**src/design/affine_warp_bilinear_defines.svh**
```systemverilog
// assertion macros for the warp engine
`ifndef AFFINE_WARP_BILINEAR_DEFINES_SVH
`define AFFINE_WARP_BILINEAR_DEFINES_SVH
`ifndef SYNTH
`define AWB_ASSERT_IMP(lbl, clk, rst_n, a, c, msg) \
  lbl: assert property (@(posedge clk) disable iff (!rst_n) (a) |-> (c)) else $error(msg);
`define AWB_ASSERT_NXT(lbl, clk, rst_n, a, c, msg) \
  lbl: assert property (@(posedge clk) disable iff (!rst_n) (a) |=> (c)) else $error(msg);
`else
`define AWB_ASSERT_IMP(lbl, clk, rst_n, a, c, msg)
`define AWB_ASSERT_NXT(lbl, clk, rst_n, a, c, msg)
`endif
`endif

```
**src/design/awb_pkg.sv**
```systemverilog
package awb_pkg;
  localparam int MAX_SRC_DIM = 512;
  localparam int SRC_BITS    = $clog2(MAX_SRC_DIM);
  localparam int DIM_W       = 10;
  localparam int BANK_AW     = 2 * (SRC_BITS - 1);
  localparam int NUM_BANKS   = 4;
  localparam int PROD_W      = 42;
  localparam int SUM_W       = 44;
  localparam int INT_W       = SUM_W - 16;

  localparam logic OP_WRITE  = 1'b0;
  localparam logic OP_SAMPLE = 1'b1;

  localparam logic [2:0] REG_COEF_XX  = 3'd0;
  localparam logic [2:0] REG_COEF_XY  = 3'd1;
  localparam logic [2:0] REG_COEF_YX  = 3'd2;
  localparam logic [2:0] REG_COEF_YY  = 3'd3;
  localparam logic [2:0] REG_OFFSET_X = 3'd4;
  localparam logic [2:0] REG_OFFSET_Y = 3'd5;
  localparam logic [2:0] REG_SRC_W    = 3'd6;
  localparam logic [2:0] REG_SRC_H    = 3'd7;

  typedef struct packed {
    logic signed [31:0] coef_xx;
    logic signed [31:0] coef_xy;
    logic signed [31:0] coef_yx;
    logic signed [31:0] coef_yy;
    logic signed [31:0] offset_x;
    logic signed [31:0] offset_y;
    logic [DIM_W-1:0]   src_w;
    logic [DIM_W-1:0]   src_h;
  } cfg_t;

  typedef struct packed {
    logic                op;
    logic [SRC_BITS-1:0] cx;
    logic [SRC_BITS-1:0] cy;
    logic [7:0]          pix;
  } item_t;

  // one stage-three word: bank requests plus what the blend needs
  typedef struct packed {
    logic                              valid;
    logic                              op;
    logic                              in_img;
    logic [NUM_BANKS-1:0]              we;
    logic [NUM_BANKS-1:0][BANK_AW-1:0] addr;
    logic [7:0]                        wdata;
    logic [15:0]                       fx;
    logic [15:0]                       fy;
    logic                              px;
    logic                              py;
  } map_out_t;

  typedef struct packed {
    logic        valid;
    logic        op;
    logic        in_img;
    logic [15:0] fx;
    logic [15:0] fy;
    logic        px;
    logic        py;
  } blend_ctl_t;
endpackage

```
**src/design/awb_blend.sv**
```systemverilog
module awb_blend (
  input  logic                                  clk,
  input  logic                                  rst_n,
  input  logic                                  en,
  input  awb_pkg::blend_ctl_t                   ctl,
  input  logic [awb_pkg::NUM_BANKS-1:0][7:0]    rd,
  output logic                                  res_valid,
  output logic [7:0]                            res_pixel,
  output logic                                  res_inside
);
  logic        s5_valid_r, s5_op_r, s5_in_r;
  logic [15:0] s5_fy_r;
  logic [24:0] top_r, bot_r;
  logic        s6_valid_r, s6_in_r;
  logic [7:0]  s6_pix_r;

  logic [7:0]  p00, p01, p10, p11;
  logic [16:0] wx, wy;
  logic [24:0] top_nxt, bot_nxt;
  logic [40:0] q;

  always_comb begin
    p00 = rd[{ctl.py, ctl.px}];
    p01 = rd[{ctl.py, ~ctl.px}];
    p10 = rd[{~ctl.py, ctl.px}];
    p11 = rd[{~ctl.py, ~ctl.px}];
    wx = 17'h10000 - {1'b0, ctl.fx};
    top_nxt = 25'(p00 * wx) + 25'(p01 * {1'b0, ctl.fx});
    bot_nxt = 25'(p10 * wx) + 25'(p11 * {1'b0, ctl.fx});
    wy = 17'h10000 - {1'b0, s5_fy_r};
    q = 41'(top_r * wy) + 41'(bot_r * {1'b0, s5_fy_r});
  end

  always_ff @(posedge clk) begin
    if (!rst_n) begin
      s5_valid_r <= 1'b0;
      s6_valid_r <= 1'b0;
    end else if (en) begin
      s5_valid_r <= ctl.valid && (ctl.op == awb_pkg::OP_SAMPLE);
      s6_valid_r <= s5_valid_r;
    end
    if (en) begin
      s5_op_r  <= ctl.op;
      s5_in_r  <= ctl.in_img;
      s5_fy_r  <= ctl.fy;
      top_r    <= top_nxt;
      bot_r    <= bot_nxt;
      s6_in_r  <= s5_in_r && (s5_op_r == awb_pkg::OP_SAMPLE);
      s6_pix_r <= s5_in_r ? q[39:32] : 8'd0;
    end
  end

  assign res_valid  = s6_valid_r;
  assign res_pixel  = s6_pix_r;
  assign res_inside = s6_in_r;
endmodule

```
**config.mk**
```make
export PLATFORM = sky130hd
export DESIGN_NAME = awb_blend
export DESIGN_NICKNAME = d
export VERILOG_FILES = /design/src/design/affine_warp_bilinear_defines.svh /design/src/design/awb_pkg.sv /design/src/design/awb_blend.sv
export SDC_FILE = /design/constraint.sdc
export NUM_CORES = 2
export LEC_CHECK = 0
export BUFFER_PORTS_ARGS = -buffer_cell sky130_fd_sc_hd__clkbuf_2
export CAP_MARGIN = 25
export CORE_MARGIN = 3
export CORE_UTILIZATION = 45
export CTS_BUF_LIST = sky130_fd_sc_hd__clkbuf_16
export DETAILED_ROUTE_END_ITERATION = 10
export SLEW_MARGIN = 30
export SYNTH_ARGS = -nofsm -noshare
export SYNTH_HDL_FRONTEND = slang
export SYNTH_SLANG_ARGS = --single-unit
export TNS_END_PERCENT = 1
```
**constraint.sdc**
```tcl
create_clock -name clk -period 19.5 [get_ports clk]
set_clock_uncertainty 0.05 [all_clocks]
set_input_delay 0.975 -clock clk [delete_from_list [all_inputs] [get_ports clk]]
set_output_delay 0.975 -clock clk [all_outputs]
set_load 0.05 [all_outputs]
```
# Word level (Yosys, flattened, before mapping)
# Index checks and enable logic that the tools add are counted.
[classes]
mux = 8
n_lt_le_gt_ge = 4
n_reduce_logical = 2
mul = 6
n_bitwise = 2
n_addsub = 5
[ops]
columns = ["operator", "count"]
rows = [
  ["binary-select mux 8 bit (select 2 bit)", 4],
  ["adder 25 x 24 -> 25 bit", 2],
  ["multiplier 8 x 17 -> 25 bit", 2],
  ["multiplier 8 x 16 -> 24 bit", 2],
  ["adder 40 bit", 1],
  ["multiplier 25 x 16 -> 40 bit", 1],
  ["multiplier 25 x 17 -> 40 bit", 1],
  ["subtractor 17 x 16 -> 17 bit (first input constant)", 2],
  ["2-to-1 mux 8 bit", 4],
  ["< comparator 2 x 3 -> 1 bit (second input constant)", 4],
  ["logical AND 1 bit", 2],
  ["NOT 1 bit", 2],
]
[word_totals]
word_cells = 36
output_inout_bits = 10
regBits = 79

# Logic depth before layout (Yosys ltp)
[depth]
word_depth = 5
depth_mapped = 35
depth_no_buf = 32

# Worst setup path before layout
# OpenSTA, ideal clock, no wires.
[synth_path]
path_type = "register to register"
start = "register s5_fy_r[9]"
end = "register s6_pix_r[7] (netlist: res_pixel[7]), data pin"
n_path_buf = 2
arrival_ns = 8.475
slack_ns = 10.715
path_stages_with_launch = 30
setup_ns = 0.261
cell_sequence = "edfxtp_1 > buf_6 > or4_4 > or3_1 > or2_1 > nor3_1 > xnor2_1 > clkbuf_1 > and2_1 > fa_1 > fa_1 > fa_1 > inv_1 > fa_1 > fa_1 > inv_1 > fa_1 > fa_1 > inv_1 > fa_1 > inv_1 > ha_1 > nand2_1 > or3_1 > o311a_1 > a221oi_1 > o31ai_1 > a41oi_1 > or3_1 > a21oi_1"
[synth_via]
elab_chain_cells = 3
word_cells_on_any_way = 4
classes_between = "2 x add/sub; 2 x mul"
[synth_lines]
columns = ["item", "line", "source"]
rows = [
  ["start, declared", "awb_blend.sv:12", "logic [15:0] s5_fy_r;"],
  ["start signal, assigned", "awb_blend.sv:45", "s5_fy_r <= ctl.fy;"],
  ["subtractor 17 x 16 -> 17 bit", "awb_blend.sv:30", "wy = 17'h10000 - {1'b0, s5_fy_r};"],
  ["multiplier 25 x 17 -> 40 bit", "awb_blend.sv:31", "q = 41'(top_r * wy) + 41'(bot_r * {1'b0, s5_fy_r});"],
  ["adder 40 bit *", "awb_blend.sv:31", ""],
  ["end signal, assigned", "awb_blend.sv:49", "s6_pix_r <= s5_in_r ? q[39:32] : 8'd0;"],
  ["end, declared", "awb_blend.sv:15", "logic [7:0] s6_pix_r;"],
]
# Every way passes the cells marked *; elsewhere a longest branch is shown, timed or not.
# A chain may end at the register's enable or synchronous reset.

# Worst setup path in the final report
[layout_path]
start = "register s5_fy_r[3]"
end = "register s6_pix_r[7] (netlist: res_pixel[7]), data pin"
# The elaborated chain is that of the path after synthesis.

==> flow_metrics.tcl <==
set metrics [dict create \
    status "finished, final reports clean" \
    clock_path_buffers 2 \
    grt_usage_pct 23.4 \
    ys_ff_latch 79 \
    num_antenna_cells 0 \
    cp_common_cell "fa_1" \
    path_max_fanout 28 \
    fin_crit_sh_pct 52.5 \
    setup_viol 0 \
    syn_area_mm2 0.0455 \
    io_buffers 81 \
    viasPerCell 5.12 \
    coreArea_mm2 0.100 \
    rows 116 \
    synth-async-reset-ratio_pct 0 \
    required_ns 19.69 \
    hold_violations 0 \
    antenna_found_initial 1 \
    clkLatencyLatePin_ns 0.41 \
    grt.busiest_layer "met2" \
    route.vias.total 31193 \
    overflow 0 \
    wire_per_inst_um 19.1 \
    die_y_um 324 \
    worstMarginPinSlew_ns 0.993 \
    fin_crit_ns 10.24 \
    gp_congestion 0.889 \
    cts.repair.resized 0 \
    postCtsSetupRepairBufs 0 \
    arrival_ns 10.43 \
    wl_um 116000 \
    cts_hold_buf 0 \
    drc 0 \
    final_common_cell "inv_1" \
    numCtsBuffers 9 \
    die_w_um 324 \
    clockRootBuffer "clkbuf_16" \
    min_from "s5_valid_r$_SDFFE_PN0P_" \
    cts_htree_levels 3 \
    path_clk_slew_ns 0.08 \
    min_path_cells 2 \
    dp_hpwl_um 96200 \
    setup_tns_ns 0 \
    synth_flop_cell "edfxtp_1" \
    drive_above_1_share_pct 4.57 \
    max_freq_mhz 97.6 \
    syn_to_final_growth_pct 4.65 \
    pre_cts_slack_ns 9.29 \
    start_kind "register" \
    netlist_instances 4851 \
    synth_nets 6430 \
    grt_max_degree 52 \
    setup_slack_ns 9.26 \
    grt_pass1_vias 33882 \
    reg2reg_depth 28 \
    slew_headroom_pct 33.8 \
    hp-class "register to register" \
    cts_tree "done" \
    slowest_delay_ns 0.73 \
    regToRegEndpoint "res_pixel[7]$_SDFFCE_PN0P_" \
    drt_iter0_drc 1729 \
    ys_types 63 \
    postRouteAntennaNets 0 \
    worstSetupEndpointType "register" \
    final_cell_mix "inv_1, fa_1, nand2_1" \
    synth-seq-area-share_pct 5.17 \
    cap_viol_max_count 0 \
    die_area_mm2 0.105 \
    first_pass_iters 5 \
    dpl_cell_area_mm2 0.0473 \
    synth_edf_count 77 \
    nets 6363 \
    syn_area_per_cell_um2 9.38 \
    rsz0062_at_grt "false" \
    maxSlewViolCount 0 \
    start_util_pct 45.4 \
    setup.worst_path.class "register to register" \
    clock_sinks 79 \
    use_met2_pct 38.8 \
    hold_end "s5_valid_r$_SDFFE_PN0P_" \
    ys_warn_count 0 \
    r2r_slack_ns 9.26 \
    use_met1_pct 33.0 \
    grtUsageMet3_pct 3.18 \
    cp_slowest_cell "o31ai_1" \
    final_area_mm2 0.0476 \
    r2r_start "s5_fy_r[3]$_DFFE_PP_" \
    ios 82 \
    grt_pass1_wl_um 190000 \
]
-- area by class of cell --
class / instances / area [um2]
Clock buffer: 9 / 225
Clock inverter: 7 / 111
Fill cell: 9668 / 52500
Inverter: 1251 / 4700
Multi-Input combinational cell: 3297 / 37700
Sequential cell: 79 / 2350
Tap cell: 1298 / 1620
Timing Repair Buffer: 146 / 910
-- sequential cells by signal, summed over array words and instances, names as in the netlist --
| signal | cells |
|---|---|
| bot_r | 25 |
| res_inside | 1 |
| res_pixel | 8 |
| res_valid | 1 |
| s5_fy_r | 16 |
| s5_in_r | 1 |
| s5_op_r | 1 |
| s5_valid_r | 1 |
| top_r | 25 |
-- logic make-up after synthesis --
| family | Yosys count | synth area share (%) |
|---|---|---|
| simple gates | 1513 | 16.5 |
| fa+ha+maj | 1507 | 60.6 |
| buf+inv | 1475 | 12.2 |
| compound gates | 151 | 2.19 |
| xor+xnor | 92 | 1.79 |
| flops | 79 | 5.17 |
| mux | 34 | 1.53 |
-- per-stage QoR --
step	util, %	instances	hold slack [ns]
after floorplan	-	4851	0.403
after CTS	47.5	6087	0.440
final	47.5	6087	0.434
after detailed placement	47.2	6071	0.429
after global routing	47.5	6087	0.461
after global placement	47.2	6068	0.427
-- per-layer routing --
layer | part of all wire (%) | up-vias
li1 | - | 13802
met1 | 45 | 16529
met2 | 48 | 737
met3 | 5.5 | 123
met4 | 1.7 | 2
met5 | 0.011 | -
-- synthesized netlist by cell type, types with 3 or more instances --
library cell  instances  area share, %
buf_1                21           0.17
edfxtp_1             77            5.1
mux2_2                3          0.074
a31oi_1               4          0.055
xnor2_1              67            1.3
nand2b_1              3          0.041
a41o_1                3          0.066
nand4_1               6          0.083
ha_1                345            9.5
inv_1              1251             10
a211o_1               3          0.058
buf_2                 5          0.055
a21o_1               22           0.36
or2_2                 4          0.055
nor3_1               13           0.14
nand3b_1              3          0.050
o31ai_1               6          0.099
and2_1              626            8.6
nor2_1               49           0.40
a21oi_1              47           0.52
nor4_1                9           0.12
fa_1               1162             51
nor2b_1               6          0.083
a211oi_1             12           0.20
nand2_1             739            6.1
mux2i_1               3          0.066
o21a_1                7           0.12
mux4_2               28            1.4
o21ai_0              23           0.25
xor2_1               24           0.46
and3_1               19           0.26
or3_1                 8           0.11
clkbuf_1            197            1.6
o21bai_1              7           0.12
nand3_1              14           0.15
-- worst max path at each step --
stage	end	start
final	res_pixel[7]$_SDFFCE_PN0P_	s5_fy_r[3]$_DFFE_PP_
after global routing	res_pixel[7]$_SDFFCE_PN0P_	s5_fy_r[3]$_DFFE_PP_
after global placement	res_pixel[7]$_SDFFCE_PN0P_	s5_fy_r[3]$_DFFE_PP_
after detailed placement	res_pixel[7]$_SDFFCE_PN0P_	s5_fy_r[3]$_DFFE_PP_
after floorplan	res_pixel[7]$_SDFFCE_PN0P_	s5_fy_r[9]$_DFFE_PP_
after CTS	res_pixel[7]$_SDFFCE_PN0P_	s5_fy_r[3]$_DFFE_PP_
-- critical path, delay by kind of cell (launching register included) --
family	cells	cell delay [ns]
simple gates	5	2.05
xor+xnor	1	0.15
flops	1	0.37
buf+inv	6	0.77
compound gates	7	2.44
fa+ha+maj	9	4.23
Power is not shown: default switching activity piles up to over one toggle a cycle in this logic, so the estimate is an artifact.
