===== config.mk =====
export PLATFORM = sky130hd
export DESIGN_NAME = awb_map
export DESIGN_NICKNAME = d
export VERILOG_FILES = /design/src/design/affine_warp_bilinear_defines.svh /design/src/design/awb_pkg.sv /design/src/design/awb_map.sv
export SDC_FILE = /design/constraint.sdc
export NUM_CORES = 2
export LEC_CHECK = 0
export BUFFER_PORTS_ARGS = -buffer_cell sky130_fd_sc_hd__clkbuf_2
export CORE_MARGIN = 8
export CORE_UTILIZATION = 43
export CTS_BUF_LIST = sky130_fd_sc_hd__clkbuf_2
export DETAILED_ROUTE_END_ITERATION = 8
export PLACE_DENSITY = 0.62
export SLEW_MARGIN = 10
export SYNTH_ARGS = -nofsm -noshare
export SYNTH_HDL_FRONTEND = slang
export SYNTH_SLANG_ARGS = --single-unit

===== constraint.sdc =====
create_clock -name clk -period 9.71 [get_ports clk]
set_input_delay 1.4565 -clock clk [delete_from_list [all_inputs] [get_ports clk]]
set_output_delay 1.4565 -clock clk [all_outputs]
set_load 0.02 [all_outputs]

===== src/design/affine_warp_bilinear_defines.svh =====
// assertion macros for the warp engine
`ifndef AFFINE_WARP_BILINEAR_DEFINES_SVH
`define AFFINE_WARP_BILINEAR_DEFINES_SVH
`ifndef SYNTH
`define AWB_ASSERT_IMP(lbl, clk, rst_n, a, c, msg) \
  lbl: assert property (@(posedge clk) disable iff (!rst_n) (a) |-> (c)) else $error(msg);
`define AWB_ASSERT_NXT(lbl, clk, rst_n, a, c, msg) \
  lbl: assert property (@(posedge clk) disable iff (!rst_n) (a) |=> (c)) else $error(msg);
`else
`define AWB_ASSERT_IMP(lbl, clk, rst_n, a, c, msg)
`define AWB_ASSERT_NXT(lbl, clk, rst_n, a, c, msg)
`endif
`endif


===== src/design/awb_pkg.sv =====
package awb_pkg;
  localparam int MAX_SRC_DIM = 512;
  localparam int SRC_BITS    = $clog2(MAX_SRC_DIM);
  localparam int DIM_W       = 10;
  localparam int BANK_AW     = 2 * (SRC_BITS - 1);
  localparam int NUM_BANKS   = 4;
  localparam int PROD_W      = 42;
  localparam int SUM_W       = 44;
  localparam int INT_W       = SUM_W - 16;

  localparam logic OP_WRITE  = 1'b0;
  localparam logic OP_SAMPLE = 1'b1;

  localparam logic [2:0] REG_COEF_XX  = 3'd0;
  localparam logic [2:0] REG_COEF_XY  = 3'd1;
  localparam logic [2:0] REG_COEF_YX  = 3'd2;
  localparam logic [2:0] REG_COEF_YY  = 3'd3;
  localparam logic [2:0] REG_OFFSET_X = 3'd4;
  localparam logic [2:0] REG_OFFSET_Y = 3'd5;
  localparam logic [2:0] REG_SRC_W    = 3'd6;
  localparam logic [2:0] REG_SRC_H    = 3'd7;

  typedef struct packed {
    logic signed [31:0] coef_xx;
    logic signed [31:0] coef_xy;
    logic signed [31:0] coef_yx;
    logic signed [31:0] coef_yy;
    logic signed [31:0] offset_x;
    logic signed [31:0] offset_y;
    logic [DIM_W-1:0]   src_w;
    logic [DIM_W-1:0]   src_h;
  } cfg_t;

  typedef struct packed {
    logic                op;
    logic [SRC_BITS-1:0] cx;
    logic [SRC_BITS-1:0] cy;
    logic [7:0]          pix;
  } item_t;

  // one stage-three word: bank requests plus what the blend needs
  typedef struct packed {
    logic                              valid;
    logic                              op;
    logic                              in_img;
    logic [NUM_BANKS-1:0]              we;
    logic [NUM_BANKS-1:0][BANK_AW-1:0] addr;
    logic [7:0]                        wdata;
    logic [15:0]                       fx;
    logic [15:0]                       fy;
    logic                              px;
    logic                              py;
  } map_out_t;

  typedef struct packed {
    logic        valid;
    logic        op;
    logic        in_img;
    logic [15:0] fx;
    logic [15:0] fy;
    logic        px;
    logic        py;
  } blend_ctl_t;
endpackage


===== src/design/awb_map.sv =====
module awb_map (
  input  logic                clk,
  input  logic                rst_n,
  input  logic                en,
  input  logic                in_vld,
  input  awb_pkg::item_t      item,
  input  awb_pkg::cfg_t       cfg,
  output awb_pkg::map_out_t   mo
);
  // stage 1: products
  logic                            s1_valid_r;
  awb_pkg::item_t                  s1_item_r;
  logic signed [awb_pkg::PROD_W-1:0] pxx_r, pxy_r, pyx_r, pyy_r;
  // stage 2: sums
  logic                            s2_valid_r;
  awb_pkg::item_t                  s2_item_r;
  logic signed [awb_pkg::SUM_W-1:0]  sx_r, sy_r;
  // stage 3: bound check and bank addresses
  awb_pkg::map_out_t               s3_r, s3_nxt;

  logic signed [9:0] cxs, cys;
  assign cxs = $signed({1'b0, item.cx});
  assign cys = $signed({1'b0, item.cy});

  always_ff @(posedge clk) begin
    if (!rst_n) begin
      s1_valid_r <= 1'b0;
      s2_valid_r <= 1'b0;
      s3_r.valid <= 1'b0;
    end else if (en) begin
      s1_valid_r <= in_vld;
      s2_valid_r <= s1_valid_r;
      s3_r.valid <= s3_nxt.valid;
    end
    if (en) begin
      s1_item_r <= item;
      pxx_r <= cfg.coef_xx * cxs;
      pxy_r <= cfg.coef_xy * cys;
      pyx_r <= cfg.coef_yx * cxs;
      pyy_r <= cfg.coef_yy * cys;
      s2_item_r <= s1_item_r;
      sx_r <= awb_pkg::SUM_W'(pxx_r) + awb_pkg::SUM_W'(pxy_r) + awb_pkg::SUM_W'(cfg.offset_x);
      sy_r <= awb_pkg::SUM_W'(pyx_r) + awb_pkg::SUM_W'(pyy_r) + awb_pkg::SUM_W'(cfg.offset_y);
      s3_r.op     <= s3_nxt.op;
      s3_r.in_img <= s3_nxt.in_img;
      s3_r.we     <= s3_nxt.we;
      s3_r.addr   <= s3_nxt.addr;
      s3_r.wdata  <= s3_nxt.wdata;
      s3_r.fx     <= s3_nxt.fx;
      s3_r.fy     <= s3_nxt.fy;
      s3_r.px     <= s3_nxt.px;
      s3_r.py     <= s3_nxt.py;
    end
  end

  logic signed [awb_pkg::INT_W-1:0] nx, ny, wm1, hm1;
  logic [awb_pkg::DIM_W-1:0]        wc, hc;
  logic [awb_pkg::SRC_BITS-1:0]     nx9, ny9, xb, yb;
  logic                             bx, by;

  always_comb begin
    nx = sx_r[awb_pkg::SUM_W-1:16];
    ny = sy_r[awb_pkg::SUM_W-1:16];
    // size above the store counts as the store size
    wc = (cfg.src_w > awb_pkg::DIM_W'(awb_pkg::MAX_SRC_DIM)) ?
         awb_pkg::DIM_W'(awb_pkg::MAX_SRC_DIM) : cfg.src_w;
    hc = (cfg.src_h > awb_pkg::DIM_W'(awb_pkg::MAX_SRC_DIM)) ?
         awb_pkg::DIM_W'(awb_pkg::MAX_SRC_DIM) : cfg.src_h;
    wm1 = $signed(awb_pkg::INT_W'(wc)) - awb_pkg::INT_W'(1);
    hm1 = $signed(awb_pkg::INT_W'(hc)) - awb_pkg::INT_W'(1);
    nx9 = nx[awb_pkg::SRC_BITS-1:0];
    ny9 = ny[awb_pkg::SRC_BITS-1:0];
    xb  = '0;
    yb  = '0;
    s3_nxt        = '0;
    s3_nxt.valid  = s2_valid_r;
    s3_nxt.op     = s2_item_r.op;
    s3_nxt.in_img = !nx[awb_pkg::INT_W-1] && !ny[awb_pkg::INT_W-1] && (nx < wm1) && (ny < hm1);
    s3_nxt.wdata  = s2_item_r.pix;
    s3_nxt.fx     = sx_r[15:0];
    s3_nxt.fy     = sy_r[15:0];
    s3_nxt.px     = nx9[0];
    s3_nxt.py     = ny9[0];
    for (int b = 0; b < awb_pkg::NUM_BANKS; b++) begin
      bx = b[0];
      by = b[1];
      if (s2_item_r.op == awb_pkg::OP_WRITE) begin
        s3_nxt.we[b] = s2_valid_r && (s2_item_r.cx[0] == bx) && (s2_item_r.cy[0] == by);
        s3_nxt.addr[b] = {s2_item_r.cy[awb_pkg::SRC_BITS-1:1],
                          s2_item_r.cx[awb_pkg::SRC_BITS-1:1]};
      end else begin
        // pick the one of x, x+1 whose parity this bank holds
        xb = nx9 + awb_pkg::SRC_BITS'(bx ^ nx9[0]);
        yb = ny9 + awb_pkg::SRC_BITS'(by ^ ny9[0]);
        s3_nxt.addr[b] = {yb[awb_pkg::SRC_BITS-1:1], xb[awb_pkg::SRC_BITS-1:1]};
      end
    end
  end

  assign mo = s3_r;
endmodule


==> Yosys cells after proc, flatten, opt, wreduce, memory -nomap -nowiden <==
Index checks and enable logic that the tools add are counted.
{ "classes": {"muxes": 6, "reduce_logical": 11, "n_lt_le_gt_ge": 4, "n_bitwise": 4, "mul": 4, "addsub": 10} }
{ "op_table": {"columns": ["cell", "count"], "rows": [
  ["multiplier 32 x 10 -> 42 bit", 4],
  ["adder 43 x 32 -> 44 bit", 2],
  ["adder 42 x 42 -> 43 bit", 2],
  ["2-to-1 mux 16 bit", 4],
  ["< comparator 28 x 11 -> 1 bit", 2],
  ["adder 9 x 1 -> 9 bit", 4],
  ["subtractor 10 x 1 -> 11 bit, second input constant", 2],
  ["> comparator 10 bit, second input constant", 2],
  ["2-to-1 mux 10 bit", 2],
  ["logical AND 1 bit", 9],
  ["NOT 1 bit", 4],
  ["zero test 1 bit", 2]
]} }
{ "totals": {"regBits": 425, "out_inout_bits": 113, "input_bits": 243, "elab_cells": 68} }

==> Longest topological paths before layout <==
{ "depth": {"ltp_word": 6, "mapped_depth": 24} }

==> Least setup slack after synthesis <==
Ideal clock, no wire load.
{ "synth_path": {"path_type": "in2reg", "startpoint": "input item[9] in the netlist's numbering", "endpoint": "register pxy_r[40] in the netlist's numbering, data pin", "arrival_ps": 7022, "slack_ps": 2420, "t_required_ps": 9441, "path_stages": 22, "setup_ps": 269, "path_cell_list": "clkbuf_1 > clkbuf_1 > nand2_1 > fa_1 > inv_1 > fa_1 > inv_1 > fa_1 > fa_1 > fa_1 > inv_1 > ha_1 > a21o_1 > a21o_1 > a2111oi_1 > o32ai_1 > a211o_1 > a31oi_2 > o21ai_1 > a31oi_2 > o31ai_1 > xor2_1"} }
{ "synth_via": {"elab_chain_cells": 1} }
{ "synth_lines": {"columns": ["element", "line", "rtl"], "rows": [
  ["from (decl)", "awb_map.sv:6", "input awb_pkg::item_t item,"],
  ["multiplier 32 x 10 -> 42 bit", "awb_map.sv:38", "pxy_r <= cfg.coef_xy * cys;"],
  ["to (signal assigned)", "awb_map.sv:38", null],
  ["to (decl)", "awb_map.sv:13", "logic signed [awb_pkg::PROD_W-1:0] pxx_r, pxy_r, pyx_r, pyy_r;"]
]} }
No other way between the ends.
A chain may end at the register's enable or synchronous reset.

==> Worst setup path in the final report <==
{ "layout_path": {"startpoint": "input item[20] in the netlist's numbering", "endpoint": "register pyx_r[39] in the netlist's numbering, data pin"} }
{ "layout_via": {"elab_chain_cells": 1} }
{ "layout_lines": {"columns": ["element", "line", "rtl"], "rows": [
  ["multiplier 32 x 10 -> 42 bit", "awb_map.sv:39", "pyx_r <= cfg.coef_yx * cxs;"],
  ["to (signal assigned)", "awb_map.sv:39", null],
  ["to (decl)", "awb_map.sv:13", null]
]} }
No other way between the ends.

==> metrics <==
run status complete, no violations; clk sink count 393; setup repair after global routing missed its margin false; type of origin of the critical path primary input; Std-Cell Core Area 139000 um^2; number of register bits inferred by synthesis around 390; worst-path fanout max 38; cts-stage hold buffer count 0; number of setup violations in the final report 0; dominant synthesized flop cell edfxtp_1; vias in the first global route ~46k; number of antenna violations at the first check in global routing 13; data arrival time of the worst path 8060 ps; area share of and/or/nand/nor cells after synthesis approximately 14%; mean routed wirelength per cell ~19 um; weighted congestion at the end of routability-driven global placement approximately 0.90; reported max-cap violation count 0; average footprint of a synthesized cell 9.77 um^2; multi-input gate area in the final layout 42800 um^2; crit path capture type register; final worst clock skew roughly 160 ps; Syn Inst Count roughly 6.1k; largest net degree at the start of global routing between 150 and 200; final number of hold-violating endpoints 0; number of enable flip-flop cells after synthesis 390; area fraction in compound gates after synthesis around 8.5%; multiplexer fraction of the synthesized cell area less than 1%; vias after detailed routing 42.7k; worst-case headroom to the max-slew limit between 20% and 30%; row cnt between 100 and 150; Num CTS Buffers 95; global-route wire length before repair 247000 um; count of boundary I/O pins approximately 360; post-DP HPWL 128000 um; number of H-tree levels 3; global-route usage over all layers between 20% and 30%; distinct cell type count of the synthesized netlist 85; insertion delay of the later-clocked pin in the worst-skew pair 1250 ps; Post-Route Setup TNS 0 ps; FF+latch area 11800 um^2; number of gates resized after CTS 0; Remaining Overflow, GRT 0; post-synthesis sequential area ratio around a fifth; path class of the lowest-slack min-delay path reg -> reg; Total Routed Length about 150000 um; CTS clock-pin slew for the worst setup and hold paths ~150 ps; count of warnings emitted by yosys 0; worst slew pin tran around 1100 ps; share of the synthesized area in the top cell type about a third; critical setup path kind in -> reg; share of flip-flops with an asynchronous set or reset after synthesis 0%; Synth area leader fa_1; buffer levels on the longest clock path 3; horizontal extent of the die about 390 um; Root Buffer clkbuf_2; die outline area 152000 um^2; Post-Syn Nets just under 8k; length of the first detailed-routing pass in iterations 5; layout-stage area growth over the synthesis result 7.19%; Iter 0 DRT Violations around 2.3k; XOR/XNOR Fraction of Synth Area 3.84%; Avg Vias per Cell just over 5; netlist area before placement between 50000 and 60000 um^2; Synth Area in Adders between 40 and 50%; y dimension of the die about 390 um; initial cell density of the core a little over two fifths; fraction of final layout cells with drive strength greater than 1 9.21%; Final nets 8123; remaining antenna violation count after routing 0; buffers inserted by post-CTS timing repair 0; Port Buf Inserts between 300 and 400; dominant combinational cell family by area after synthesis adder cells; remaining design rule violation count 0; time the final worst path needs with I/O delays and setup around 7000 ps; TritonCTS clock tree yes; filler instances approximately 13k; upper clock frequency limit 143 MHz; share of the clock period used by the worst path after layout between 70% and 80%; critical path required time between 10000 and 15000 ps; count of final max-slew check failures 0; biggest area contributors in the synthesized netlist fa_1, edfxtp_1, ha_1
## synthesized netlist by cell type, types with 20 or more instances
cell      count
buf_4        32
clkbuf_1    181
buf_1        51
nor2b_1      36
xor2_1       84
ha_1        498
nand2b_1     35
o21bai_1     34
and3_1       28
o21a_1       36
nand4_1      39
xnor2_1     179
nand2_1     815
a21o_1      150
nand3_1      63
o21ai_0     110
a31oi_1      20
and2_1      493
a21oi_1     261
fa_1       1022
nor3_1       39
nor2_1      169
inv_1      1135
edfxtp_1    390
## through the flow
stage          utilization, %  hold slack (ps)  worst slack, ps  instances  instance area (um^2)
4_1_cts                  46.2              177             3000       8315                 64300
3_3_place_gp             45.5              401             1700       8139                 63300
6_report                 46.2              396             2710       8322                 64300
3_5_place_dp             45.5              405             1630       8139                 63300
2_1_floorplan               -              400             2420       6140                 60000
5_1_grt                  46.2              250             2570       8320                 64300
## layer usage
metal	up-vias	wire length [um]	track usage [%]
met1	21631	63900	25.8
met2	1034	78700	36.9
li1	19845	-	-
met5	-	27	0
met4	4	4120	5.49
met3	209	7620	2.55
## worst paths after layout
path	cells after the start	slack [ps]	to	startpoint
worst max-delay path	21	2710	pyx_r[39]	item[20]
worst min-delay path	0	400	mo[3]	sy_r[1]
worst max register to register	14	5250	sy_r[25]	pyx_r[1]
worst min register to register	0	400	mo[3]	sy_r[1]
## flip-flops by register name, summed over array words and instances (netlist names)
signal / flops
s1_valid_r: 1
pyx_r: 42
pxy_r: 42
pxx_r: 42
sx_r: 44
mo: 81
sy_r: 44
pyy_r: 42
s2_item_r: 27
s2_valid_r: 1
s1_item_r: 27
## final cells by class
| class | count | area share, % |
|---|---|---|
| Multi-Input combinational cell | 4348 | 66.6 |
| Antenna cell | 7 | 0.0272 |
| Sequential cell | 393 | 18.3 |
| Timing Repair Buffer | 387 | 3.21 |
| Clock inverter | 35 | 0.448 |
| Clock buffer | 141 | 1.10 |
| Tap cell | 1876 | 3.65 |
| Inverter | 1135 | 6.63 |
## kinds of logic (layout without fill, tap and decap cells)
family | Yosys count | count (layout)
flip-flops | 393 | 393
adder cells (fa/ha/maj) | 1520 | 1520
XOR/XNOR | 263 | 263
AND/OR/NAND/NOR | 1764 | 1764
multiplexers | 24 | 24
buffers and inverters | 1399 | 1698
AO/OA/AOI/OAI | 777 | 777
other | 0 | 7
## worst max-delay path, stage by stage
cell	delay [ps]
clkbuf_2	730
buf_4	360
nand2_1	90
fa_1	490
inv_1	50
fa_1	480
fa_1	510
fa_1	500
inv_1	50
fa_1	500
inv_1	50
ha_1	370
a2111o_1	410
nor2b_1	140
o21ai_1	90
a31oi_1	460
o31ai_1	230
a221o_1	360
a21o_1	230
or3_1	360
nand4_1	90
## layout by cell type (no fill, tap or decap), types with 150 or more instances in the layout
master	Yosys	routed
nor2_1	169	169
nand2_1	815	815
fa_1	1022	1022
inv_1	1135	1135
xnor2_1	179	179
edfxtp_1	390	390
a21o_1	150	150
ha_1	498	498
clkbuf_2	0	495
a21oi_1	261	261
and2_1	493	493
Power is not shown: default switching activity piles up to over one toggle a cycle in this logic, so the estimate is an artifact.
